**config.mk**
```make
export PLATFORM = sky130hd
export DESIGN_NAME = spi_queue
export DESIGN_NICKNAME = d
export VERILOG_FILES = /design/src/design/spi_pkg.sv /design/src/design/spi_queue.sv
export SDC_FILE = /design/constraint.sdc
export NUM_CORES = 1
export LEC_CHECK = 0
export BUFFER_PORTS_ARGS = -buffer_cell sky130_fd_sc_hd__buf_4
export CAP_MARGIN = 25
export CORE_MARGIN = 10
export CORE_UTILIZATION = 50
export DETAILED_ROUTE_END_ITERATION = 7
export PLACE_DENSITY_LB_ADDON = 0.1
export SLEW_MARGIN = 10
export SYNTH_ARGS = -nofsm -noshare
export SYNTH_HDL_FRONTEND = slang
export SYNTH_SLANG_ARGS = --single-unit
```
**constraint.sdc**
```tcl
create_clock -name clk -period 8.99 [get_ports clk]
set_clock_uncertainty 0.15 [all_clocks]
set_input_delay 1.3485 -clock clk [delete_from_list [all_inputs] [get_ports clk]]
set_output_delay 1.3485 -clock clk [all_outputs]
set_load 0.02 [all_outputs]
```
**src/design/spi_pkg.sv**
```systemverilog
// Shared types, widths and codes for the segment/plane intersection block.
`default_nettype none
package spi_pkg;

  localparam int CW     = 16;  // coordinate width, Q8.8
  localparam int PW     = 32;  // normal * coordinate product
  localparam int OW     = 24;  // plane offset width
  localparam int OSH    = 14;  // offset alignment to the product scale
  localparam int DW     = 39;  // signed plane distance
  localparam int NW     = 39;  // |s0|
  localparam int EW     = 40;  // |s0 - s1|
  localparam int RW     = 41;  // divider partial remainder
  localparam int FW     = 16;  // fraction bits of t
  localparam int NSTEP  = FW;  // one quotient bit per divider stage
  localparam int QDEPTH = 4;
  localparam int QAW    = 2;
  localparam int QCW    = 3;
  localparam int AW     = 4;   // config address width

  typedef enum logic [1:0] {
    KIND_NONE     = 2'd0,
    KIND_CROSS    = 2'd1,
    KIND_TOUCH    = 2'd2,
    KIND_ON_PLANE = 2'd3
  } kind_t;

  localparam logic [1:0] REG_NX  = 2'd0;
  localparam logic [1:0] REG_NY  = 2'd1;
  localparam logic [1:0] REG_NZ  = 2'd2;
  localparam logic [1:0] REG_OFF = 2'd3;

  localparam logic signed [CW-1:0] NZ_RESET = 16'sd16384;

  typedef struct packed {
    logic signed [CW-1:0] start_x;
    logic signed [CW-1:0] start_y;
    logic signed [CW-1:0] start_z;
    logic signed [CW-1:0] end_x;
    logic signed [CW-1:0] end_y;
    logic signed [CW-1:0] end_z;
  } seg_t;

  typedef struct packed {
    kind_t                cross_kind;
    logic signed [CW-1:0] hit_x;
    logic signed [CW-1:0] hit_y;
    logic signed [CW-1:0] hit_z;
  } hit_t;

  typedef struct packed {
    logic signed [CW-1:0] x;
    logic signed [CW-1:0] y;
    logic signed [CW-1:0] z;
  } vec_t;

  typedef struct packed {
    logic signed [CW-1:0] nx;
    logic signed [CW-1:0] ny;
    logic signed [CW-1:0] nz;
    logic signed [OW-1:0] off;
  } plane_t;

  // Entry handed from the classifier to the divide/interpolate back end.
  typedef struct packed {
    kind_t         kind;
    vec_t          base;  // reported point, or segment start for a crossing
    vec_t          far;   // segment end, used only for a crossing
    logic [NW-1:0] num;
    logic [EW-1:0] den;
  } qent_t;

  typedef struct packed {
    logic  push;
    qent_t data;
  } qpush_t;

  typedef struct packed {
    logic  full;
    logic  empty;
    qent_t head;
  } qstat_t;

endpackage
`default_nettype wire

```
**src/design/spi_queue.sv**
```systemverilog
// Short request queue between the classifier and the divider pipeline.
`default_nettype none
module spi_queue (
  input  wire logic            clk,
  input  wire logic            rst_n,
  input  wire spi_pkg::qpush_t qpush,
  input  wire logic            pop,
  output spi_pkg::qstat_t      qstat
);
  import spi_pkg::*;

  qent_t           mem_r [QDEPTH];
  logic [QAW-1:0]  wr_ptr_r;
  logic [QAW-1:0]  rd_ptr_r;
  logic [QCW-1:0]  cnt_r;

  always_ff @(posedge clk) begin
    if (qpush.push) mem_r[wr_ptr_r] <= qpush.data;
  end

  always_ff @(posedge clk) begin
    if (!rst_n) begin
      wr_ptr_r <= '0;
      rd_ptr_r <= '0;
      cnt_r    <= '0;
    end else begin
      if (qpush.push) wr_ptr_r <= wr_ptr_r + 1'b1;
      if (pop) rd_ptr_r <= rd_ptr_r + 1'b1;
      cnt_r <= cnt_r + QCW'(qpush.push) - QCW'(pop);
    end
  end

  assign qstat.full  = (cnt_r == QCW'(QDEPTH));
  assign qstat.empty = (cnt_r == '0);
  assign qstat.head  = mem_r[rd_ptr_r];

  a_no_overflow: assert property (@(posedge clk) disable iff (!rst_n)
    !(qpush.push && qstat.full)) else $error("queue push while full");
  a_no_underflow: assert property (@(posedge clk) disable iff (!rst_n)
    !(pop && qstat.empty)) else $error("queue pop while empty");

endmodule
`default_nettype wire

```
Word level (Yosys, flattened, before mapping)
Memory sizes are Yosys's and may differ from the RTL's. A register that Yosys moved wholly into a read port is not among the register bits.
Cells that the tools add are included.
- equal/unequal tests: 1
- div/mod/pow operators: 0
- reductions and logical operators: 1
- shift-type cells: 0
- magnitude comparators: 0
- multipliers: 0
- bitwise gates (word level): 0
- muxes and demuxes: 4
- add/sub/neg operators: 4
- operators by type and width (cell ; count):
    adder 2 x 1 -> 2 bit, second input constant ; 2
    2-to-1 mux 2 bit ; 2
    adder 3 x 1 -> 3 bit ; 1
    equality test 3 bit, second input constant ; 1
    logical NOT 3 bit ; 1
    subtractor 3 x 1 -> 3 bit ; 1
    2-to-1 mux 1 bit ; 2
- input port bits: 181
- latch bits: 0
- bits in writable memories: 708
- bits in read-only memories: 0
- register bits after elaboration: 7
- word-level logic and storage cells: 14
- output and inout bits: 179
- memories kept: 1
- memories (memory ; words ; bits a word ; rd ports ; clocked after Yosys merged registers in ; wr ports ; line ; source):
    mem_r ; 4 ; 177 ; 1 ; 1 ; 1 ; spi_queue.sv:12 ; qent_t mem_r [QDEPTH];

Logic depth before layout (Yosys ltp)
- word-level depth: 3
- depth in mapped cells: 7
- depth with buffers taken out: 7

Worst setup path before layout
No wires, ideal clock.
- path type: input to register
- start: input port qpush[177] in the netlist's numbering
- end: memory mem_r[0][0] in the netlist's numbering, enable pin
- data required time: 8.282 ns
- buffers on the path: 0
- setup slack: 2.909 ns
- stages on the path: 1
- arrival time: 5.374 ns
- library setup time: 0.558 ns
- cells stage by stage: and2_1
- longest elaborated chain between the ends: 2
- ends and longest elaborated chain (what ; line ; source):
    from (decl) ; spi_queue.sv:6 ; input wire spi_pkg::qpush_t qpush,
    2-to-1 mux 1 bit ; spi_queue.sv:18 ; if (qpush.push) mem_r[wr_ptr_r] <= qpush.data;
    2-to-1 mux 1 bit (not written as such) ; spi_queue.sv:18 ;
    to (decl) ; spi_queue.sv:12 ;
No other way between the ends.

==> qor.csv <==
metric,value,unit
status,finished clean,
Critical Path Source Type,flip-flop,
Synth area leader,edfxtp_1,
clock slew at reported path FFs,0.06,ns
GRT Resource Usage Total,17.2,%
nets@finish,1565,
layout cell share with drive strength beyond 1,46.1,%
PortBufs,359,
core area,0.0514,mm2
critical path's most frequent cell,buf_4,
CTS Buf Count,74,
initial antenna violation count,9,
# clock sinks,717,
WL/cell,25.0,um
vias in the first global route,12108,
Synth Cell Area,0.0260,mm2
DPL Wire Length,32500,um
relative slew slack,19.8,%
RSZ-0062 raised after global routing,false,
"Seq/Total Area, Yosys",82.5,%
Final ANT Viol Nets,0,
Post-synth ARST share,0,%
worst-skew pair later-pin latency,0.59,ns
CP Buf/Inv Count,3,
first-pass GRT wire length,78300,um
first drt pass iteration count,4,
Die X,248,um
Max VDD drop,216,uV
"count leader, synth",edfxtp_1,
final hold violations,0,
HP Class,flip-flop to flip-flop,
Synth Flop Type,edfxtp_1,
worst-case clock buffer depth,3,
top cell type's share of synthesized area,81.8,%
Synthesized Nets,1156,
post-CTS setup buffers,0,
Worst EP required,7.49,ns
synthesis-stage register bit count,717,
CP max-delay cell,buf_4,
CP endpoint kind,primary output,
Starting DRT DRC Count,715,
cell family with most CP delay,buffers and inverters,
Die Ht,248,um
fin crit share,52.1,%
synthesis-to-layout area growth,22.9,%
Final Setup Violations,0,
Initial Utilization,50.5,%
Syn Area/Cell,26.8,um2
Post-CTS Hold Buffers,0,
pin count of the biggest net entering global routing,137,
Mapped Cells,968,
WL final,53000,um
overall power,0.00788,W
Synth top cells by count,"edfxtp_1, mux4_2, buf_2",
pwr/cell area,247,mW/mm2
CTS H-tree lvls,3,
CTS tree,built,
Peak Freq,0.214,GHz
Final Max Tran Viols,0,
total number of vias,11452,
Clk Tree Root Cell,clkbuf_16,
count of different cell masters after synthesis,19,
pin slew with the least headroom to its limit,1.20,ns
Area contributors post-synth,"edfxtp_1, mux4_2, dfxtp_1",
min Tclk post-route,4.68,ns
RePlAce Congestion,0.708,
Max-Cap Viols,0,
Row Count,83,
WS Path Type,flip-flop to primary output,
"slowest stage delay, CP",0.78,ns
cts repair resizes,0,
CP cell instances,buf_16 > buf_4 > mux4_2 > buf_4,
CP max FO,47,
Pleak,10.7,nW
setup TNS,0,ns
DRC errors left,0,
vias per inst,5.41,
die area,0.0615,mm2
I/O pins,360,
Post-synth EDFFs,708,
GRT overflow,0,
CP arrival,3.18,ns
YS warnings,0,
-- worst paths after layout --
kind	to	cells after the start	start	slack, ns
max	qstat[74]	4	flip-flop	4.31
min	flip-flop	2	rd_ptr_r[0]$_SDFFE_PN0P_	0.39
max reg2reg	mem_r[2][114]$_DFFE_PP_	5	wr_ptr_r[0]$_SDFFE_PN0P_	5.96
min reg2reg	flip-flop	2	rd_ptr_r[0]$_SDFFE_PN0P_	0.39
-- layout make-up --
class                      instances  area (um2)
sequential                       717       21400
fill                            3549       19500
antenna                            2        5.00
inverter                           7        26.3
multi-input combinational        204        4230
timing repair buffer             373        2850
clock buffer                      97        2060
clock inverter                    37         452
tap                              680         851
-- power by group --
group,total [W],internal [W],switching (W)
clock network,0.00312,0.00193,0.00119
logic,0.000870,0.000394,0.000477
registers,0.00389,0.00385,0.0000426
total,0.00788,0.00617,0.00171
-- layer usage --
layer  vias up  GRT usage (%)  wire [um]
li1       5021              -          -
met1      6032           22.4      21100
met2       311           27.1      26300
met3        74           6.01       4490
met4        14           5.20        959
met5         -              0        106
-- kinds of logic after synthesis --
family / count (synthesis) / synth area share [%]
XOR/XNOR: 3 / 0.159
flip-flops: 717 / 82.5
AO/OA/AOI/OAI: 2 / 0.0578
adder cells (fa/ha/maj): 7 / 0.366
multiplexers: 178 / 15.4
AND/OR/NAND/NOR: 14 / 0.289
buffers and inverters: 47 / 1.23
-- worst min-delay path, cell delays in order, from the launching register on --
cell and delay, ns:
dfxtp_1 0.33, nand3b_1 0.09, a21oi_1 0.07
-- state kept, by name, indices dropped and copies added (netlist names), named ones only --
signal and count:
mem_r 708, wr_ptr_r 2, cnt_r 3, rd_ptr_r 2
-- stage by stage --
stage | utilization [%] | std cells | hold WS (ns) | setup WS [ns] | instance area, um2
after detailed placement | 57.2 | 1981 | 0.376 | 4.80 | 29400
final | 62.1 | 2117 | 0.392 | 4.31 | 31900
after CTS | 62.1 | 2115 | 0.390 | 4.15 | 31900
after global routing | 62.1 | 2116 | 0.402 | 4.04 | 31900
after floorplan | - | 968 | 0.349 | 2.91 | 26000
after global placement | 57.1 | 1980 | 0.366 | 4.51 | 29400
-- layout by cell type (no fill, tap or decap), types with 4 or more instances in the layout --
cell type | netlist | routed
clkinv_1 | 0 | 13
clkbuf_1 | 5 | 16
clkbuf_16 | 0 | 79
inv_1 | 7 | 7
buf_4 | 0 | 370
and2_4 | 0 | 4
clkinv_2 | 0 | 11
ha_1 | 6 | 6
edfxtp_1 | 708 | 708
mux4_2 | 177 | 177
bufinv_16 | 0 | 11
dfxtp_1 | 9 | 7
nor2_1 | 5 | 5
No activity file was read; power rests on OpenSTA's default activity.
